<file path="src/hw/rtl/assert_macros.svh">
// Assertion macros for the altitude filter RTL.
// Depends on nothing; included by the top level.
`ifndef ASSERT_MACROS_SVH
`define ASSERT_MACROS_SVH
`ifndef SYNTHESIS
`define AKF_ASSERT(label, prop, msg) \
  label: assert property (@(posedge clk) disable iff (rst) prop) else $error(msg);
`define AKF_ASSERT_RST(label, prop, msg) \
  label: assert property (@(posedge clk) prop) else $error(msg);
`else
`define AKF_ASSERT(label, prop, msg)
`define AKF_ASSERT_RST(label, prop, msg)
`endif
`endif

</file>
<file path="src/hw/rtl/akf_pkg.sv">
// Package for the altitude filter: word constants, saturation helpers, command types.
// Depends on nothing.
`default_nettype none
package akf_pkg;
  localparam int W = 32;
  localparam int F = 16;
  localparam int CW = 31;
  localparam logic signed [W-1:0] WMAX = {1'b0, {(W-1){1'b1}}};
  localparam logic signed [W-1:0] WMIN = {1'b1, {(W-1){1'b0}}};
  localparam logic signed [W-1:0] ONE = W'(64'sd1 <<< F);

  localparam logic [1:0] REG_DT = 2'd0;
  localparam logic [1:0] REG_RN = 2'd1;
  localparam logic [1:0] REG_QP = 2'd2;
  localparam logic [1:0] REG_QV = 2'd3;

  // datapath operations
  localparam logic [2:0] OP_MUL = 3'd0;
  localparam logic [2:0] OP_ADD = 3'd1;
  localparam logic [2:0] OP_SUB = 3'd2;
  localparam logic [2:0] OP_DIV = 3'd3;
  localparam logic [2:0] OP_HALF = 3'd4;
  localparam logic [2:0] OP_MOV = 3'd5;

  // register file slots
  localparam int NREG = 32;
  typedef logic [4:0] rsel_t;

  typedef struct packed {
    logic start;
    logic [2:0] op;
    rsel_t a;
    rsel_t b;
    rsel_t d;
  } cmd_t;

  typedef struct packed {
    logic busy;
  } stat_t;

  function automatic logic signed [W-1:0] sat(input logic signed [W+1:0] x);
    if (x > (W+2)'(WMAX)) return WMAX;
    if (x < (W+2)'(WMIN)) return WMIN;
    return x[W-1:0];
  endfunction
endpackage
`default_nettype wire

</file>
<file path="src/hw/rtl/akf_ctrl.sv">
// Controller: sequences the filter microprogram over the datapath.
// Depends on akf_pkg; drives akf_datapath.
`default_nettype none
module akf_ctrl (
  input  wire logic clk,
  input  wire logic rst,
  input  wire logic in_fire,
  input  wire logic out_ready,
  input  wire akf_pkg::stat_t stat,
  output akf_pkg::cmd_t cmd,
  output logic idle,
  output logic capture,
  output logic ovalid
);
  localparam logic [1:0] S_IDLE = 2'd0;
  localparam logic [1:0] S_RUN = 2'd1;
  localparam logic [1:0] S_DONE = 2'd2;

  logic [1:0] state;
  logic [4:0] pc;
  logic [17:0] uop;
  logic issue;
  logic tail;

  // slots: 0 pos 1 vel 2 pp 3 pv 4 vp 5 vv 6 dt 7 rn 8 qp 9 qv 10 acc 11 z
  // temps 12.. ; 31 one
  always_comb begin
    case (pc)
      5'd0:  uop = {akf_pkg::OP_MUL, 5'd6, 5'd6, 5'd12};
      5'd1:  uop = {akf_pkg::OP_HALF, 5'd12, 5'd12, 5'd12};
      5'd2:  uop = {akf_pkg::OP_MUL, 5'd6, 5'd1, 5'd13};
      5'd3:  uop = {akf_pkg::OP_ADD, 5'd0, 5'd13, 5'd13};
      5'd4:  uop = {akf_pkg::OP_MUL, 5'd12, 5'd10, 5'd14};
      5'd5:  uop = {akf_pkg::OP_ADD, 5'd13, 5'd14, 5'd13};
      5'd6:  uop = {akf_pkg::OP_MUL, 5'd6, 5'd10, 5'd14};
      5'd7:  uop = {akf_pkg::OP_ADD, 5'd1, 5'd14, 5'd14};
      5'd8:  uop = {akf_pkg::OP_MUL, 5'd6, 5'd4, 5'd15};
      5'd9:  uop = {akf_pkg::OP_ADD, 5'd2, 5'd15, 5'd15};
      5'd10: uop = {akf_pkg::OP_MUL, 5'd6, 5'd5, 5'd16};
      5'd11: uop = {akf_pkg::OP_ADD, 5'd3, 5'd16, 5'd16};
      5'd12: uop = {akf_pkg::OP_MUL, 5'd16, 5'd6, 5'd17};
      5'd13: uop = {akf_pkg::OP_ADD, 5'd15, 5'd17, 5'd17};
      5'd14: uop = {akf_pkg::OP_ADD, 5'd17, 5'd8, 5'd17};
      5'd15: uop = {akf_pkg::OP_MUL, 5'd5, 5'd6, 5'd18};
      5'd16: uop = {akf_pkg::OP_ADD, 5'd4, 5'd18, 5'd18};
      5'd17: uop = {akf_pkg::OP_ADD, 5'd5, 5'd9, 5'd19};
      5'd18: uop = {akf_pkg::OP_ADD, 5'd17, 5'd7, 5'd20};
      5'd19: uop = {akf_pkg::OP_DIV, 5'd17, 5'd20, 5'd21};
      5'd20: uop = {akf_pkg::OP_DIV, 5'd18, 5'd20, 5'd22};
      5'd21: uop = {akf_pkg::OP_SUB, 5'd11, 5'd13, 5'd23};
      5'd22: uop = {akf_pkg::OP_MUL, 5'd21, 5'd23, 5'd24};
      5'd23: uop = {akf_pkg::OP_ADD, 5'd13, 5'd24, 5'd0};
      5'd24: uop = {akf_pkg::OP_MUL, 5'd22, 5'd23, 5'd24};
      5'd25: uop = {akf_pkg::OP_ADD, 5'd14, 5'd24, 5'd1};
      5'd26: uop = {akf_pkg::OP_SUB, 5'd31, 5'd21, 5'd25};
      5'd27: uop = {akf_pkg::OP_MUL, 5'd25, 5'd17, 5'd2};
      5'd28: uop = {akf_pkg::OP_MUL, 5'd25, 5'd16, 5'd3};
      5'd29: uop = {akf_pkg::OP_MUL, 5'd22, 5'd17, 5'd26};
      5'd30: uop = {akf_pkg::OP_SUB, 5'd18, 5'd26, 5'd4};
      5'd31: uop = {akf_pkg::OP_MUL, 5'd22, 5'd16, 5'd27};
      default: uop = '0;
    endcase
  end

  // final step handled as an extra tail op
  assign issue = state == S_RUN && !stat.busy;
  always_comb begin
    cmd.start = issue;
    if (tail) begin
      cmd.op = akf_pkg::OP_SUB; cmd.a = 5'd19; cmd.b = 5'd27; cmd.d = 5'd5;
    end else begin
      cmd.op = uop[17:15]; cmd.a = uop[14:10]; cmd.b = uop[9:5]; cmd.d = uop[4:0];
    end
  end

  assign capture = state == S_DONE && (!ovalid || out_ready);

  always_ff @(posedge clk) begin
    if (rst) begin
      state <= S_IDLE;
      pc <= '0;
      tail <= 1'b0;
      ovalid <= 1'b0;
    end else begin
      if (capture) ovalid <= 1'b1;
      else if (out_ready) ovalid <= 1'b0;
      case (state)
        S_IDLE: if (in_fire) begin
          state <= S_RUN;
          pc <= '0;
          tail <= 1'b0;
        end
        S_RUN: if (issue) begin
          if (tail) state <= S_DONE;
          else if (pc == 5'd31) tail <= 1'b1;
          else pc <= pc + 5'd1;
        end
        S_DONE: if (capture) state <= S_IDLE;
        default: state <= S_IDLE;
      endcase
    end
  end

  assign idle = state == S_IDLE;
endmodule
`default_nettype wire

</file>
<file path="config.mk">
export PLATFORM = sky130hd
export DESIGN_NAME = akf_ctrl
export DESIGN_NICKNAME = d
export VERILOG_FILES = /design/src/hw/rtl/assert_macros.svh /design/src/hw/rtl/akf_pkg.sv /design/src/hw/rtl/akf_ctrl.sv
export SDC_FILE = /design/constraint.sdc
export NUM_CORES = 1
export LEC_CHECK = 0
export BUFFER_PORTS_ARGS = -buffer_cell sky130_fd_sc_hd__buf_2
export CORE_ASPECT_RATIO = 0.7
export CORE_MARGIN = 5
export CORE_UTILIZATION = 47
export DETAILED_ROUTE_END_ITERATION = 8
export PLACE_DENSITY = 0.69
export SETUP_SLACK_MARGIN = 0.4
export SLEW_MARGIN = 25
export SYNTH_ARGS = -nofsm -noshare
export SYNTH_HDL_FRONTEND = slang
export SYNTH_SLANG_ARGS = --single-unit
</file>
<file path="constraint.sdc">
create_clock -name clk -period 6.42 [get_ports clk]
set_input_delay 0.642 -clock clk [delete_from_list [all_inputs] [get_ports clk]]
set_output_delay 0.642 -clock clk [all_outputs]
set_load 0.02 [all_outputs]
</file>
==> results.txt, run 1 <==
----------------------------------------------------
[Worst setup path]
  Crit-path most repeated cell ... sky130_fd_sc_hd__ha_1
  Worst Path Max Fanout ... 25
  CP cell instances ... ha_1 > and3_1 > ha_1 > or4b_1 > or2_0 > o311a_1 > inv_2 > nor3_1 > or4_1 > o31a_1
  Largest delay contributor family on the critical path ... simple AND/OR/NAND/NOR gates
  Worst path required time ... 6.59 ns
  Data arrival time of the worst path ... 4.05 ns
  Capturing element type of the critical path ... flip-flop
  Library cell contributing the largest single delay on the critical path ... sky130_fd_sc_hd__or4b_1
  Worst stage delay on the critical path ... 0.73 ns
  Worst setup path class ... flip-flop to flip-flop
  Buffers plus inverters on the worst setup path ... 1
  Type of element launching the critical path ... flip-flop

[Status]
  Run status ... complete, no violations

[Floorplan]
  Number of placement rows ... 19
  Starting density of the core ... 0.481
  Area enclosed by the die boundary ... 5370 µm²
  Area of the placeable core ... 3900 µm²
  Count of pins on the block boundary ... 27
  Die height ... 62.9 µm
  Width of the die ... 85.5 µm

[Yosys]
  Flip-flop and latch count after synthesis ... 27
  Most used flip-flop cell after synthesis ... sky130_fd_sc_hd__dfxtp_1
  Total of warnings raised by yosys ... 0
  Mapped Nets ... 257
  Synth async-reset ratio ... 0
  Netlist cell types ... 53
  Post-synth design cell area ... 1880 µm²
  Syn Area/Cell ... 7.85 µm²
  Sequential area share after synthesis ... 0.288
  Post-Synthesis Cells ... 239
  Number of synthesized flops with an enable pin ... 0

[Layout]
  Layout cells sized above 1 ... 0.205
  Commonest cells after routing, fill and taps aside ... sky130_fd_sc_hd__dfxtp_1 (27), sky130_fd_sc_hd__buf_2 (26), sky130_fd_sc_hd__nand2_1 (18), sky130_fd_sc_hd__nor2_1 (17), sky130_fd_sc_hd__o21ai_0 (14)
  Area overhead of the layout relative to synthesis ... 8.21%
  Diodes inserted ... 0
  Number of filler instances in the final layout ... 405
  Most common cell after layout, fill and taps aside ... sky130_fd_sc_hd__dfxtp_1
  Total Nets Final ... 268

[Clock network]
  Clock tree from TritonCTS ... done
  Number of levels the H-tree was split into ... 1
  Cts-stage hold buffer count ... 0
  Clock buffers created by TritonCTS ... 3
  Clock tree sinks ... 27
  Clock latency on the worst-skew pair ... 0.28 ns
  CTS clk-pin slew, worst paths ... 0.10 ns
  Count of instances resized after the clock tree is built ... 0
  Post-CTS repair timing setup buffer count ... 0
  Root buffer selected by CTS ... sky130_fd_sc_hd__clkbuf_8
  Maximum buffer depth of the clock tree ... 2

[Route]
  Drt first pass iters ... 4
  Count of antenna-violating nets left after detailed routing ... 0
  Routed via count divided by cell count ... 5.82
  Via count of the routed design ... 1753
  Final Routed Wirelength ... 4320 µm
  Average wire per cell in the routed design ... 14.4 µm
  Detailed router's first-iteration violation count ... 233
  Post-route DRC violation count ... 0

[Power and ir drop]
  Sw Share ... 0.250
  Sum of internal, switching and leakage power ... 0.299 mW
  Leakage component of the power ... 0.883 nW
  Share of power burned in the clock network ... 0.334
  Fraction of power consumed by sequential logic ... 0.572
  Pwr per Cell Area ... 147 nW/µm²
  Gate power share ... 0.095
  Power dissipated by switching net loads ... 0.0749 mW
  Internal Power ... 0.224 mW
  Maximum ir drop on the vdd rail ... 0.000102 V

[Min path]
  Hold Path Class ... flip-flop to flip-flop

[Global routing]
  Antenna violations before repair ... 0
  Global router's overall resource usage ... 0.167
  Grt total ovfl ... 0
  Maximum number of pins on one net before global-route repair ... 30
  First-pass GRT wire length ... 7400 µm
  Vias in the first global route ... 1520

[Timing]
  Measured slew at the worst slew-check pin ... 0.863 ns
  Max-slew violation total from the final report ... 0
  Slew HR ... 0.425
  Final setup fails ... 0
  Setup Total Neg Slack ... 0 ns
  Worst Clk Skew ... 0.00882 ns
  Setup repair after global routing missed its margin ... false
  Endpoints failing hold ... 0
  Portion of the clock cycle consumed by the worst path in the final layout ... 0.604
  Max frequency ... 258 MHz
  Min cycle time layout ... 3.88 ns

[Place]
  Routability congestion estimate ... 0.847
  DP HPWL ... 2960 µm
  Buffers added on ports ... 26

[Job]
  Number of max-cap violations ... 0

----------------------------------------------------
## cell usage after synthesis, types with 2 or more instances
cell / instances / area share
sky130_fd_sc_hd__nand2_1: 18 / 0.036
sky130_fd_sc_hd__nand3_1: 8 / 0.021
sky130_fd_sc_hd__o22ai_1: 6 / 0.020
sky130_fd_sc_hd__xnor2_1: 2 / 0.0093
sky130_fd_sc_hd__nor3b_1: 3 / 0.012
sky130_fd_sc_hd__or2_2: 10 / 0.033
sky130_fd_sc_hd__mux2i_1: 5 / 0.027
sky130_fd_sc_hd__nand2b_1: 3 / 0.010
sky130_fd_sc_hd__nor2_1: 17 / 0.034
sky130_fd_sc_hd__a41o_1: 2 / 0.011
sky130_fd_sc_hd__and3_1: 2 / 0.0067
sky130_fd_sc_hd__a21oi_1: 13 / 0.035
sky130_fd_sc_hd__or3_1: 2 / 0.0067
sky130_fd_sc_hd__dfxtp_1: 27 / 0.29
sky130_fd_sc_hd__inv_2: 2 / 0.0040
sky130_fd_sc_hd__buf_4: 2 / 0.0080
sky130_fd_sc_hd__ha_1: 13 / 0.087
sky130_fd_sc_hd__a211o_1: 3 / 0.014
sky130_fd_sc_hd__inv_1: 6 / 0.012
sky130_fd_sc_hd__o211ai_1: 4 / 0.016
sky130_fd_sc_hd__buf_2: 6 / 0.016
sky130_fd_sc_hd__clkbuf_1: 11 / 0.022
sky130_fd_sc_hd__nor2b_1: 11 / 0.037
sky130_fd_sc_hd__mux2_2: 2 / 0.012
sky130_fd_sc_hd__o211a_1: 2 / 0.011
sky130_fd_sc_hd__or3b_2: 2 / 0.0093
sky130_fd_sc_hd__nor3_1: 12 / 0.032
sky130_fd_sc_hd__a31oi_1: 6 / 0.020
sky130_fd_sc_hd__o21ai_0: 14 / 0.037
sky130_fd_sc_hd__o21ai_1: 2 / 0.0053
## final timing paths
path | start | depth (start not counted) | to | slack (ns)
min | ovalid$_SDFFE_PP0P_ | 2 | ovalid$_SDFFE_PP0P_ | 0.53
max reg2reg | pc[1]$_SDFFE_PP0N_ | 10 | uop[12]$_DFF_P_ | 2.54
max | pc[1]$_SDFFE_PP0N_ | 10 | uop[12]$_DFF_P_ | 2.54
min reg2reg | ovalid$_SDFFE_PP0P_ | 2 | ovalid$_SDFFE_PP0P_ | 0.53
## cell families (layout without fill, tap and decap cells)
group / count (synthesis) / after routing / share of synthesized area
mux: 7 / 7 / 0.0387
xor+xnor: 2 / 2 / 0.00934
fa+ha+maj: 13 / 13 / 0.0867
buf+inv: 30 / 40 / 0.0747
compound gates: 67 / 67 / 0.244
simple gates: 93 / 93 / 0.258
flops: 27 / 27 / 0.288
## registers in the layout, indices dropped and copies added (netlist names)
| name | cells |
|---|---|
| tail | 1 |
| pc | 5 |
| uop | 18 |
| ovalid | 1 |
| state | 2 |
## per-layer routing
layer  vias to the layer above  GRT usage  share of wire
li1                        874          -              -
met1                       808      0.253           0.48
met2                        64      0.232           0.42
met3                         7     0.0356          0.088
met4                         0     0.0514          0.013
met5                         -          0              0
## worst min-delay path, cell delays in order (launching register included)
cell	delay, ns
sky130_fd_sc_hd__dfxtp_1	0.32
sky130_fd_sc_hd__nand2b_1	0.10
sky130_fd_sc_hd__a21oi_1	0.07
## power groups by stage
stage | logic [mW] | registers, mW | clock network (mW)
floorplan | 0.0220 | 0.175 | 0
finish | 0.0283 | 0.171 | 0.0998
CTS | 0.0280 | 0.171 | 0.102
detailed placement | 0.0277 | 0.175 | 0
global route | 0.0311 | 0.172 | 0.110
global placement | 0.0279 | 0.175 | 0
## layout make-up
cell class | instances | area (µm²) | share of cell area
repair buffers | 27 | 138 | 0.0678
inverters | 9 | 38.8 | 0.0191
well taps | 52 | 65.1 | 0.0321
clock buffers | 3 | 41.3 | 0.0203
multi-input cells | 182 | 1200 | 0.591
flip-flops and latches | 27 | 541 | 0.266
clock inverters | 1 | 7.51 | 0.00370
## through the flow
stage	utilization	cells	cell area, µm²	hold WS (ns)	worst slack, ns
2_1_floorplan	-	239	1880	0.560	3.13
4_1_cts	0.521	301	2030	0.531	2.60
6_report	0.521	301	2030	0.527	2.54
3_3_place_gp	0.508	297	1980	0.508	2.67
3_5_place_dp	0.508	297	1980	0.512	2.62
5_1_grt	0.521	301	2030	0.578	2.33
Note: power is estimated with default switching activity, not from simulation.
==> run 2: changes to the inputs <==
--- a/config.mk
+++ b/config.mk
@@ -5,12 +5,13 @@
 export SDC_FILE = /design/constraint.sdc
 export NUM_CORES = 1
 export LEC_CHECK = 0
+export ABC_AREA = 1
 export BUFFER_PORTS_ARGS = -buffer_cell sky130_fd_sc_hd__buf_2
 export CORE_ASPECT_RATIO = 0.7
 export CORE_MARGIN = 5
 export CORE_UTILIZATION = 47
 export DETAILED_ROUTE_END_ITERATION = 8
-export PLACE_DENSITY = 0.69
+export PLACE_DENSITY = 0.68
 export SETUP_SLACK_MARGIN = 0.4
 export SLEW_MARGIN = 25
 export SYNTH_ARGS = -nofsm -noshare
==> constraint.sdc (replaced) <==
create_clock -name clk -period 3.85 [get_ports clk]
set_input_delay 0.385 -clock clk [delete_from_list [all_inputs] [get_ports clk]]
set_output_delay 0.385 -clock clk [all_outputs]
set_load 0.02 [all_outputs]
==> results.txt, run 2 <==
----------------------------------------------------
[Status]
  Run status ... complete, no violations

[Worst setup path]
  Worst setup path class ... flip-flop to flip-flop
  Worst reg2reg setup slack ... 1.05 ns
  Reg2Reg Depth ... 15
  Worst path required time ... 4.03 ns
  Reg-to-reg startpoint ... pc[0]$_SDFFE_PP0N_
  Worst Path Max Fanout ... 10
  Launch point of the critical path ... pc[0]$_SDFFE_PP0N_
  Type of element launching the critical path ... flip-flop
  Endpoint of the most critical register-to-register path ... uop[15]$_DFF_P_
  Capturing element type of the critical path ... flip-flop
  Data arrival time of the worst path ... 2.98 ns

[Route]
  Routed via count divided by cell count ... 5.05
  Average wire per cell in the routed design ... 12.1 µm
  Detailed router's first-iteration violation count ... 164
  Drt first pass iters ... 4
  Count of antenna-violating nets left after detailed routing ... 0
  Final Routed Wirelength ... 4760 µm
  Post-route DRC violation count ... 0
  Via count of the routed design ... 1991

[Power and ir drop]
  Sum of internal, switching and leakage power ... 0.761 mW
  Leakage component of the power ... 1.21 nW
  Maximum ir drop on the vdd rail ... 0.000196 V
  Pwr per Cell Area ... 345 nW/µm²

[Global routing]
  Grt total ovfl ... 0
  Vias in the first global route ... 1594
  Global router's overall resource usage ... 0.171
  Maximum number of pins on one net before global-route repair ... 28
  Antenna violations before repair ... 0
  First-pass GRT wire length ... 7850 µm

[Layout]
  Final cell area excluding filler cells ... 2210 µm²
  Total Nets Final ... 358
  Final core utilization ... 0.515
  Diodes inserted ... 0
  Commonest cells after routing, fill and taps aside ... sky130_fd_sc_hd__nand2_1 (109), sky130_fd_sc_hd__inv_1 (41), sky130_fd_sc_hd__nand3_1 (39), sky130_fd_sc_hd__dfxtp_1 (27), sky130_fd_sc_hd__buf_2 (26)
  Number of flip-flops under the largest register name ... 18
  Most common cell after layout, fill and taps aside ... sky130_fd_sc_hd__nand2_1
  Layout cells sized above 1 ... 0.186
  Area overhead of the layout relative to synthesis ... 7.43%

[Yosys]
  Commonest cells in the netlist ... sky130_fd_sc_hd__nand2_1 (109), sky130_fd_sc_hd__inv_1 (41), sky130_fd_sc_hd__nand3_1 (39)
  Mapped Nets ... 339
  Area share of the largest cell type after synthesis ... 0.263
  Flip-flop and latch count after synthesis ... 27
  Synth async-reset ratio ... 0
  Post-Synthesis Cells ... 321
  Netlist cell types ... 28
  Sequential area share after synthesis ... 0.263
  Leading post-synthesis cells by cell area ... sky130_fd_sc_hd__dfxtp_1 (26%), sky130_fd_sc_hd__nand2_1 (20%), sky130_fd_sc_hd__nand3_1 (9.5%)
  Post-synth design cell area ... 2050 µm²
  Largest area contributor in the synthesized netlist ... sky130_fd_sc_hd__dfxtp_1
  Number of synthesized flops with an enable pin ... 0
  Library cell with the highest instance count after synthesis ... sky130_fd_sc_hd__nand2_1
  Syn Area/Cell ... 6.40 µm²
  Most used flip-flop cell after synthesis ... sky130_fd_sc_hd__dfxtp_1
  Total of warnings raised by yosys ... 0

[Clock network]
  Clock tree sinks ... 27
  Maximum buffer depth of the clock tree ... 2
  Cts-stage hold buffer count ... 0
  Clock buffers created by TritonCTS ... 3
  Count of instances resized after the clock tree is built ... 0
  Post-CTS repair timing setup buffer count ... 0
  Number of levels the H-tree was split into ... 1
  Clock latency on the worst-skew pair ... 0.28 ns
  CTS clk-pin slew, worst paths ... 0.10 ns
  Root buffer selected by CTS ... sky130_fd_sc_hd__clkbuf_8
  Clock tree from TritonCTS ... done

[Place]
  Routability congestion estimate ... 0.927
  Placement Cell Area ... 2160 µm²
  DP HPWL ... 3520 µm
  Buffers added on ports ... 26

[Timing]
  Slew HR ... 0.521
  Worst Clk Skew ... 0.00487 ns
  Setup repair after global routing missed its margin ... false
  Measured slew at the worst slew-check pin ... 0.718 ns
  Max frequency ... 357 MHz
  Final setup fails ... 0
  Setup Total Neg Slack ... 0 ns
  Endpoints failing hold ... 0
  Min cycle time layout ... 2.80 ns
  Portion of the clock cycle consumed by the worst path in the final layout ... 0.728
  Max-slew violation total from the final report ... 0

[Floorplan]
  Starting density of the core ... 0.480
  Number of placement rows ... 20
  Die height ... 65.3 µm
  Width of the die ... 89 µm
  Area of the placeable core ... 4280 µm²
  Count of pins on the block boundary ... 27
  Area enclosed by the die boundary ... 5810 µm²

[Min path]
  Worst hold path stage count ... 2
  Hold-critical path endpoint ... state[1]$_SDFFE_PP0P_
  Worst min-delay path startpoint ... rst
  Hold Path Class ... primary input to flip-flop

[Job]
  Number of max-cap violations ... 0

----------------------------------------------------
-- run 2: changes by cell type in the layout (fill, tap and decap cells not counted), moves of 6 or more --
cell	delta
sky130_fd_sc_hd__nand2_1	+91
sky130_fd_sc_hd__nor2b_1	-11
sky130_fd_sc_hd__a31oi_1	-6
sky130_fd_sc_hd__nand3_1	+31
sky130_fd_sc_hd__nor3_1	-11
sky130_fd_sc_hd__o21ai_0	-9
sky130_fd_sc_hd__nand2_2	+6
sky130_fd_sc_hd__o22ai_1	-6
sky130_fd_sc_hd__nor2_1	+6
sky130_fd_sc_hd__inv_1	+35
-- run 2: worst max-delay path by stage --
stage / endpoint / slack, ns / cells past startpoint
detailed placement: uop[15]$_DFF_P_ / 1.13 / 15
floorplan: uop[15]$_DFF_P_ / 1.44 / 15
global route: uop[15]$_DFF_P_ / 0.79 / 15
global placement: uop[15]$_DFF_P_ / 1.23 / 15
finish: uop[15]$_DFF_P_ / 1.05 / 15
CTS: uop[15]$_DFF_P_ / 1.11 / 15
-- run 2: per-stage QoR --
step | instances | hold WS [ns] | setup slack (ns)
finish | 394 | 0.380 | 1.05
global route | 394 | 0.370 | 0.794
CTS | 394 | 0.374 | 1.11
detailed placement | 390 | 0.527 | 1.13
floorplan | 321 | 0.454 | 1.44
global placement | 390 | 0.522 | 1.23
-- run 2: critical path, stage by stage, from the launching register on --
cell and delay (ns):
sky130_fd_sc_hd__dfxtp_1 0.36, sky130_fd_sc_hd__ha_1 0.22, sky130_fd_sc_hd__nand2_1 0.11, sky130_fd_sc_hd__nor2_1 0.05, sky130_fd_sc_hd__ha_1 0.20, sky130_fd_sc_hd__o21ai_4 0.28
sky130_fd_sc_hd__nand2_2 0.17, sky130_fd_sc_hd__nand2_1 0.09, sky130_fd_sc_hd__nand3_1 0.25, sky130_fd_sc_hd__ha_1 0.42, sky130_fd_sc_hd__inv_1 0.11, sky130_fd_sc_hd__nand3_1 0.15
sky130_fd_sc_hd__nand3_1 0.12, sky130_fd_sc_hd__nand2_1 0.06, sky130_fd_sc_hd__nand2_1 0.05, sky130_fd_sc_hd__nand2_1 0.06
-- run 2: final cells by class --
cell class	count	area (µm²)
tap	55	68.8
sequential	27	541
inverter	43	161
clock inverter	1	7.51
timing repair buffer	27	138
fill	429	2070
multi-input combinational	238	1250
clock buffer	3	41.3
-- run 2: per-layer routing --
layer | GRT usage | part of all wire | vias to the layer above
met5 | 0 | 0 | -
met4 | 0.0316 | 0.0053 | 0
met3 | 0.0338 | 0.070 | 4
met2 | 0.237 | 0.41 | 67
met1 | 0.270 | 0.52 | 889
li1 | - | - | 1031
-- run 2: power breakdown --
| part | switching (mW) | internal, mW |
|---|---|---|
| clock | 0.0935 | 0.0736 |
| combinational | 0.184 | 0.0881 |
| sequential | 0.0136 | 0.308 |
-- run 2: cells by family (layout without fill, tap and decap cells) --
group | Yosys count | after routing | synth area share
AOI/OAI and AO/OA | 22 | 22 | 0.0640
DFF | 27 | 27 | 0.263
adders and majority gates | 13 | 13 | 0.0792
buffers and inverters | 56 | 74 | 0.129
and+or+nand+nor | 203 | 203 | 0.465
